File: config.mk
export PLATFORM = sky130hd
export DESIGN_NAME = cartridge_bank_controller_core
export DESIGN_NICKNAME = d
export VERILOG_FILES = /design/src/sv/cbc_pkg.sv /design/src/sv/cartridge_bank_controller_core.sv
export SDC_FILE = /design/constraint.sdc
export NUM_CORES = 1
export LEC_CHECK = 0
export BUFFER_PORTS_ARGS = -buffer_cell sky130_fd_sc_hd__buf_2
export CORE_MARGIN = 2
export CORE_UTILIZATION = 25
export CTS_CLUSTER_SIZE = 20
export DETAILED_ROUTE_END_ITERATION = 10
export SYNTH_ARGS = -nofsm -noshare
export SYNTH_HDL_FRONTEND = slang
export SYNTH_SLANG_ARGS = --single-unit
File: constraint.sdc
create_clock -name clk -period 2.3 [get_ports clk]
set_clock_uncertainty 0.1 [all_clocks]
set_input_delay 0.115 -clock clk [delete_from_list [all_inputs] [get_ports clk]]
set_output_delay 0.115 -clock clk [all_outputs]
set_load 0.005 [all_outputs]
File: src/sv/cbc_pkg.sv
`default_nettype none

package cbc_pkg;

	// Controller kind held in the configuration register.
	localparam logic [1:0] CART_NONE = 2'd0;
	localparam logic [1:0] CART_MBC1 = 2'd1;
	localparam logic [1:0] CART_MBC2 = 2'd2;

	// Access kind carried on the request side.
	localparam logic OP_READ  = 1'b0;
	localparam logic OP_WRITE = 1'b1;

	// Size of one cartridge RAM bank in bytes; a power of two.
	localparam int RAM_BANK_BYTES = 8192;
	localparam int RAM_OFS_W      = $clog2(RAM_BANK_BYTES);

	// Address window limits of the cartridge bus.
	localparam logic [15:0] ADDR_ENABLE_END = 16'h1FFF;
	localparam logic [15:0] ADDR_ROM0_END   = 16'h3FFF;
	localparam logic [15:0] ADDR_UPPER_END  = 16'h5FFF;
	localparam logic [15:0] ADDR_ROM1_END   = 16'h7FFF;
	localparam logic [15:0] ADDR_RAM_BASE   = 16'hA000;
	localparam logic [15:0] ADDR_RAM_END    = 16'hBFFF;
	localparam logic [15:0] ADDR_MBC2_RAM_END = 16'hA200;

	// Low nibble of a write that turns cartridge RAM on.
	localparam logic [3:0] RAM_ENABLE_KEY = 4'hA;

	typedef enum logic [2:0] {
		REGION_ROM_FIXED  = 3'd0,
		REGION_ROM_BANKED = 3'd1,
		REGION_CART_RAM   = 3'd2,
		REGION_OTHER      = 3'd3,
		REGION_CONTROL    = 3'd4
	} region_t;

	typedef struct packed {
		logic [6:0] rom_bank;
		logic [1:0] ram_bank;
		logic       ram_enable;
		logic       rom_banking_mode;
	} bank_state_t;

	typedef struct packed {
		logic       ram_enabled;
		logic [1:0] ram_bank_now;
		logic [6:0] rom_bank_now;
		logic       ram_write;
		logic [14:0] ram_address;
		logic [20:0] rom_address;
	} result_t;

endpackage

`default_nettype wire

File: src/sv/cartridge_bank_controller_core.sv
`default_nettype none

// Cartridge bank controller core for MBC1 and MBC2 style cartridges.
// Bus requests enter on the s_* stream: s_tuser is the access kind (read or
// write), s_tdata carries the CPU address and the write byte. Each request
// produces exactly one result on the m_* stream: m_tuser gives the decoded
// region, m_tdata the physical ROM or cartridge RAM address, the RAM write
// permission and the banking registers as they stand after the request.
// The controller kind is written through the cfg_* channel, which is always
// ready; write it only while no request is in flight.
// A request is captured into an input register, decoded and mapped by short
// logic, and moves into the output register once that register is empty or
// being drained. One request per cycle is sustained while m_tready stays high;
// the single decode stage is the only path, and bank register updates from
// one request are visible to the very next one.
// When the receiver holds m_tready low, the result waits in the output
// register, the input register keeps the next request, and s_tready drops
// only once both are occupied. No request is lost or repeated.
// Reset puts ROM bank to 1, RAM bank to 0, RAM disabled, 16/8 banking mode,
// and the controller kind to none; both streams come out empty.
module cartridge_bank_controller_core
	import cbc_pkg::*;
(
	input  wire logic        clk,
	input  wire logic        arst_n,
	// Configuration: cfg_data is the controller kind.
	input  wire logic        cfg_valid,
	output logic             cfg_ready,
	input  wire logic [1:0]  cfg_data,
	// Request stream.
	input  wire logic        s_tvalid,
	output logic             s_tready,
	input  wire logic [23:0] s_tdata,  // address[15:0], write_data[23:16]
	input  wire logic        s_tuser,  // op[0]
	// Result stream.
	output logic             m_tvalid,
	input  wire logic        m_tready,
	// rom_address[20:0], ram_address[35:21], ram_write[36], rom_bank_now[43:37],
	// ram_bank_now[45:44], ram_enabled[46], zero pad[47]
	output logic [47:0]      m_tdata,
	output logic [2:0]       m_tuser   // region[2:0]
);

	// Configuration register; the user must write it only while the core is idle, which the core does not enforce.
	logic [1:0] cart_type_q;

	assign cfg_ready = 1'b1;

	always_ff @(posedge clk or negedge arst_n) begin
		if (!arst_n) begin
			cart_type_q <= CART_NONE;
		end else if (cfg_valid) begin
			cart_type_q <= cfg_data;
		end
	end

	// Input register stage.
	logic        valid_s1;
	logic        op_s1;
	logic [15:0] addr_s1;
	logic [7:0]  data_s1;
	logic        advance;

	// The stage moves on whenever the output register is empty or being drained.
	assign advance  = valid_s1 && (!m_tvalid || m_tready);
	assign s_tready = !valid_s1 || advance;

	always_ff @(posedge clk or negedge arst_n) begin
		if (!arst_n) begin
			valid_s1 <= 1'b0;
		end else if (s_tready) begin
			valid_s1 <= s_tvalid;
		end
	end

	always_ff @(posedge clk) begin
		if (s_tvalid && s_tready) begin
			op_s1   <= s_tuser;
			addr_s1 <= s_tdata[15:0];
			data_s1 <= s_tdata[23:16];
		end
	end

	// Banking registers, updated as each request leaves the input stage.
	bank_state_t bank_q;
	bank_state_t bank_d;

	logic                 is_mbc1;
	logic                 is_mbc2;
	logic                 is_write;
	logic                 enable_hit;
	logic [4:0]           low_bits;
	logic [15:0]          ram_ofs_full;
	logic [RAM_OFS_W-1:0] ram_ofs;
	region_t              region;
	result_t              result;

	assign is_mbc1    = (cart_type_q == CART_MBC1);
	assign is_mbc2    = (cart_type_q == CART_MBC2);
	assign is_write   = (op_s1 == OP_WRITE);
	assign enable_hit = (data_s1[3:0] == RAM_ENABLE_KEY);
	// The MBC1 bank select never holds zero in its low five bits.
	assign low_bits   = (data_s1[4:0] == 5'd0) ? 5'd1 : data_s1[4:0];

	// Offset into the RAM window wraps at the bank size.
	assign ram_ofs_full = addr_s1 - ADDR_RAM_BASE;
	assign ram_ofs      = ram_ofs_full[RAM_OFS_W-1:0];

	// Next banking state: only writes to the control window change it.
	always_comb begin
		bank_d = bank_q;
		if (is_write && addr_s1 <= ADDR_ROM1_END) begin
			if (addr_s1 <= ADDR_ENABLE_END) begin
				// MBC2 ignores enable writes with address bit 8 set.
				if (is_mbc1 || (is_mbc2 && !addr_s1[8])) begin
					bank_d.ram_enable = enable_hit;
				end
			end else if (addr_s1 <= ADDR_ROM0_END) begin
				if (is_mbc1) begin
					bank_d.rom_bank = {bank_q.rom_bank[6:5], low_bits};
				end else if (is_mbc2) begin
					bank_d.rom_bank = {3'd0, data_s1[3:0]};
				end
			end else if (addr_s1 <= ADDR_UPPER_END) begin
				if (is_mbc1) begin
					if (bank_q.rom_banking_mode) begin
						bank_d.ram_bank = 2'd0;
						bank_d.rom_bank = {data_s1[1:0], bank_q.rom_bank[4:1],
							bank_q.rom_bank[0] | (bank_q.rom_bank[4:0] == 5'd0)};
					end else begin
						bank_d.ram_bank = data_s1[1:0];
					end
				end
			end else begin
				if (is_mbc1) begin
					if (data_s1[0]) begin
						bank_d.ram_bank         = 2'd0;
						bank_d.rom_banking_mode = 1'b0;
					end else begin
						bank_d.rom_banking_mode = 1'b1;
					end
				end
			end
		end
	end

	// Region decode and address mapping; reads see the banks as they stand.
	always_comb begin
		region             = REGION_OTHER;
		result             = '0;
		if (is_write && addr_s1 <= ADDR_ROM1_END) begin
			region = REGION_CONTROL;
		end else if (addr_s1 <= ADDR_ROM0_END) begin
			region             = REGION_ROM_FIXED;
			result.rom_address = {7'd0, addr_s1[13:0]};
		end else if (addr_s1 <= ADDR_ROM1_END) begin
			region             = REGION_ROM_BANKED;
			result.rom_address = {bank_q.rom_bank, addr_s1[13:0]};
		end else if (addr_s1 >= ADDR_RAM_BASE && addr_s1 <= ADDR_RAM_END) begin
			region             = REGION_CART_RAM;
			result.ram_address = 15'({bank_q.ram_bank, ram_ofs});
			result.ram_write   = is_write && bank_q.ram_enable &&
				(is_mbc1 || (is_mbc2 && addr_s1 < ADDR_MBC2_RAM_END));
		end
		result.rom_bank_now = bank_d.rom_bank;
		result.ram_bank_now = bank_d.ram_bank;
		result.ram_enabled  = bank_d.ram_enable;
	end

	always_ff @(posedge clk or negedge arst_n) begin
		if (!arst_n) begin
			bank_q.rom_bank         <= 7'd1;
			bank_q.ram_bank         <= 2'd0;
			bank_q.ram_enable       <= 1'b0;
			bank_q.rom_banking_mode <= 1'b1;
		end else if (advance) begin
			bank_q <= bank_d;
		end
	end

	// Output register.
	logic        out_valid_q;
	result_t     result_q;
	region_t     region_q;

	always_ff @(posedge clk or negedge arst_n) begin
		if (!arst_n) begin
			out_valid_q <= 1'b0;
		end else if (!out_valid_q || m_tready) begin
			out_valid_q <= valid_s1;
		end
	end

	always_ff @(posedge clk) begin
		if (advance) begin
			result_q <= result;
			region_q <= region;
		end
	end

	assign m_tvalid = out_valid_q;
	assign m_tdata  = {1'b0, result_q};
	assign m_tuser  = region_q;

endmodule

`default_nettype wire

* After elaboration in Yosys (flattened, before gate mapping)
Cells that the tools add are included. Widths: inputs -> output; s select.
Word-level totals: register bits after elaboration 87, bits of input ports 32, output and inout bits 54, logic and storage cells 84
Cells by class: $add $sub $neg 1, $lt $le $gt $ge 7, eq/ne operators 3, muxes and demuxes 25, bitwise operators 6, reductions and logical operators 22
Operator list (count):
- $mux 7 | 5
- $le 16x15->1 const B | 2
- $mux 14 | 2
- $mux 9 | 2
- $ge 16x16->1 const B | 1
- $le 16x13->1 const B | 1
- $le 16x14->1 const B | 1
- $le 16x16->1 const B | 1
- $lt 16x16->1 const B | 1
- $sub 13x1->13 const B | 1
- $mux 2 | 6
- $mux 11 | 1
- $logic_not 5->1 | 2
- $logic_and 1x1->1 | 8
- $mux 1 | 8
- $reduce_and 6->1 | 1
- $reduce_or 3->1 | 2
- $mux 5 | 1
- $not 1->1 | 5
- $eq 4x4->1 const B | 1
- $logic_or 1x1->1 | 4
- $reduce_or 4->1 | 1
- $logic_not 1->1 | 3
- $eq 2x1->1 const B | 1
- 3 further kinds | 3

* Depth between registers and ports, before layout
depth after elaboration 8, depth in mapped cells 6, gate-level depth less buffers 5

* Worst setup path after synthesis
OpenSTA, ideal clock, no wires.
kind flip-flop to flip-flop, start reg out_valid_q, in the netlist m_tvalid, end reg bank_q[1] (netlist bit), setup time 0.125 ns, arrival time 2.238 ns, required time 2.075 ns, slack -0.163 ns, stages on the path, launching flop included 6, buffers on the path 0, period minus slack after synthesis 2.463 ns, cell sequence dfrtp_1 -> nand2b_1 -> nand2_1 -> inv_1 -> nand4_1 -> mux2_2
Between the ends: word-level cells in the longest chain between the ends 3
RTL lines:
- from (decl) | line cartridge_bank_controller_core.sv:182 | logic out_valid_q;
- from (signal assigned) | line cartridge_bank_controller_core.sv:190 | out_valid_q <= valid_s1;
- $logic_not 1->1 | line cartridge_bank_controller_core.sv:65 | assign advance = valid_s1 && (!m_tvalid || m_tready);
- $logic_or 1x1->1 | line cartridge_bank_controller_core.sv:65
- $logic_and 1x1->1 | line cartridge_bank_controller_core.sv:65
- via advance | line cartridge_bank_controller_core.sv:62 | logic advance;
- to (signal assigned) | line cartridge_bank_controller_core.sv:177 | bank_q <= bank_d;
- to (decl) | line cartridge_bank_controller_core.sv:85 | bank_state_t bank_q;
The timed path passes the listed nets, and every way through them passes these cells. A chain may end at the register's enable or synchronous reset.

==> flow_summary.toml <==
[placed_design]
placement.io_buffers = 80
gp_congestion = 0.833
place_inst = 474
post-dp-hpwl_um = 5320

[clock_network]
clkSlewWorstSetupHoldPaths_ns = 0.06
postCtsSetupRepairBufs = 0
cts_htree_levels = 3
cts_resized = 0
cts-root-buf = "sky130_fd_sc_hd__clkbuf_16"
clock_tree_from_tritoncts = "built"
numClockSinks = 87
worstSkewPairLatency_ns = 0.34
post_cts_hold_buffer_count = 29
clock_path_buffers = 2
numCtsBuffers = 9

[setup_path]
timing.critical_path.fanout_max = 16
timing.critical_path.required_ns = 2.29
timing.critical_path.from_type = "register"
critical-path-max-stage-delay_ns = 0.63
ordered_list_of_cells_on_the_worst_path = "a21oi_1 > and3_1 > o21ai_1 > a32o_1"
critPathArrivalTime_ns = 2.02
criticalPathCategory = "register to register"
endpoint_kind = "register"
slowest_stage_cell_cp = "sky130_fd_sc_hd__edfxtp_1"

[global_routing]
grt_max_degree = 23
grt_antenna_before_repair = 0
first_global_vias = 2267
grt.total_usage = 0.111
gr-total-overflow = 0
wire_length_of_the_first_global_routing_pass_um = 12100
grt_util_met2 = 0.179
gr-usage-met1 = 0.144
highest_utilization_routing_layer_at_the_global_route_stage = "met2"
groute.layer.met3.usage = 0.0267

[timing]
slew_viol_final = 0
min_period_over_period = 0.883
slew_at_the_pin_with_the_worst_max_slew_slack_ns = 0.633
final.hold.worst_slack_ns = 0.0309
finalWorstPathRequiredPeriod_ns = 2.03
rsz0062_at_grt = "false"
relSlewSlack = 0.578
fin_setup_tns_ns = 0
final-hold-violation-count = 0
fmax_mhz = 492
timing.final.setup_violations = 0

[detailed_routing]
pre_antenna_drt_iters = 4
route.antenna.remaining_nets = 0
wl_per_cell_um = 15.0
vias = 2204
drt_wl_total_um = 7790
drc = 0
detail_route.iter0.violations = 125
vias_per_cell = 4.25

[yosys]
synthDistinctLibCells = 45
syn_warnings = 0
count_of_state_elements_after_synthesis = 87
mappedNetlistArea_um2 = 3450
synthesis.nets = 254
postSynthAreaPerCell_um2 = 15.6
synth.yosys.seq_area_share = 0.736
synth_cells = 222

[power]
pwr-share-comb = 0.099
cellLeakagePower_nw = 1.89
share_seq_of_total_power = 0.499
p_int_mw = 3.02
net-switching-power_uw = 881
switching_share = 0.226
share_clk_of_total_power = 0.402
p_per_area_nw_per_um2 = 833
vdd_drop_max_mv = 0.376

[floorplanning]
die_width_um = 122
die-area_um2 = 14800
effective_utilization_at_floorplan = 0.259
die_h_um = 122
core_area_um2 = 13300
std_cell_rows = 42
design.portCount = 86

[cells_and_area]
final_common_cell = "sky130_fd_sc_hd__buf_2"
layout_common_cells = "sky130_fd_sc_hd__buf_2, sky130_fd_sc_hd__edfxtp_1, sky130_fd_sc_hd__and2_1"
finalNetCount = 370
drive_above_1_share = 0.356
fill_cells = 1351
antenna_cells = 0
layout_area_growth_over_synthesis_pct = 35.5
sequential_cell_area_um2 = 2540
layout.cells.non_filler = 519
multiInputGateArea_um2 = 841

[min_path]
worstHoldPathType = "primary input to register"

[job]
max_cap_violations = 0

[status]
outcome = "finished clean"
-- power groups by stage --
stage | combinational (mW) | sequential, mW | clock (mW)
after floorplan | 0.185 | 1.97 | 0
after global placement | 0.341 | 1.98 | 0
after detailed placement | 0.350 | 1.98 | 0
after CTS | 0.393 | 1.95 | 1.60
after global routing | 0.428 | 1.96 | 1.65
final | 0.386 | 1.95 | 1.57
-- per-layer routing --
layer  up-vias  wire (um)
met2        69       3760
met5         -          0
li1       1059          -
met1      1069       3500
met4         0        118
met3         7        417
-- logic make-up (layout without fill, tap and decap cells) --
| family | Yosys count | after routing | share of synthesized area |
|---|---|---|---|
| buffers and inverters | 14 | 135 | 0.0210 |
| DFF | 87 | 87 | 0.736 |
| AOI/OAI and AO/OA | 26 | 26 | 0.0576 |
| other | 2 | 2 | 0.00217 |
| muxes | 11 | 11 | 0.0388 |
| and+or+nand+nor | 82 | 82 | 0.145 |
-- final timing paths --
kind | from | end | slack [ns] | cells past startpoint
setup / recovery | addr_s1[14]$_DFFE_PP_ | m_tdata[43]$_DFFE_PP_ | 0.27 | 4
hold / removal | m_tready | m_tvalid$_DFFE_PN0P_ | 0.03 | 3
setup reg to reg | addr_s1[14]$_DFFE_PP_ | m_tdata[43]$_DFFE_PP_ | 0.27 | 4
hold reg to reg | bank_q[0]$_DFFE_PN1P_ | bank_q[0]$_DFFE_PN1P_ | 0.40 | 2
max in group asynchronous | arst_n | bank_q[4]$_DFFE_PN1P_ | 1.65 | 2
min in group asynchronous | arst_n | bank_q[9]$_DFFE_PN0P_ | 0.13 | 2
-- cells in the mapped netlist, drive strengths merged --
| cell type | count | area (um2) |
|---|---|---|
| and3 | 10 | 62.6 |
| nand2b | 9 | 73.8 |
| o31ai | 1 | 7.51 |
| conb | 2 | 7.51 |
| dfrtp | 13 | 325 |
| nor4bb | 1 | 10.0 |
| nand3 | 3 | 15.0 |
| a21oi | 4 | 20.0 |
| a211oi | 2 | 15.0 |
| and2 | 30 | 188 |
| inv | 3 | 11.3 |
| mux2 | 10 | 124 |
| and4 | 1 | 8.76 |
| nand4 | 2 | 12.5 |
| mux2i | 1 | 10.0 |
| nor2b | 1 | 6.26 |
| nor2 | 9 | 33.8 |
| a21bo | 1 | 10.0 |
| dfstp | 2 | 52.6 |
| o21a | 1 | 7.51 |
| nor3 | 3 | 15.0 |
| and2b | 1 | 8.76 |
| or3 | 1 | 6.26 |
| buf | 5 | 38.8 |
| o211ai | 1 | 7.51 |
| nand3b | 3 | 22.5 |
| a311oi | 1 | 8.76 |
| o2111ai | 1 | 8.76 |
| a211o | 1 | 8.76 |
| a32o | 5 | 50.1 |
| nand2 | 5 | 18.8 |
| nor4 | 2 | 12.5 |
| o41ai | 1 | 8.76 |
| or2 | 1 | 6.26 |
| o2bb2ai | 3 | 26.3 |
| edfxtp | 72 | 2160 |
| o21ai | 4 | 20.0 |
| clkbuf | 6 | 22.5 |
-- layout make-up --
cell class	count	area share
multi-input combinational	121	0.180
clock inverter	7	0.0206
sequential	87	0.543
clock buffer	9	0.0481
timing repair buffer	116	0.159
tap	176	0.0470
inverter	3	0.00321
-- state kept, by name (all words and copies together), names as in the netlist --
register	cells
bank_q	11
m_tvalid	1
valid_s1	1
addr_s1	16
data_s1	5
cart_type_q	2
is_write	1
m_tdata	47
m_tuser	3
-- worst max-delay path: cells and delay by family (launching register included) --
family / cells / cell delay [ns]
AOI/OAI and AO/OA: 3 / 0.72
DFF: 1 / 0.63
and+or+nand+nor: 1 / 0.34
-- stage by stage --
stage	setup slack (ns)	utilization	power, mW	area (um2)
finish	0.268	0.351	3.90	4680
global route	0.125	0.351	4.05	4680
CTS	0.288	0.351	3.94	4680
detailed placement	0.329	0.305	2.33	4070
global placement	0.398	0.305	2.32	4070
floorplan	0.0478	-	2.15	3460
Power figures use the tool's default switching activity.
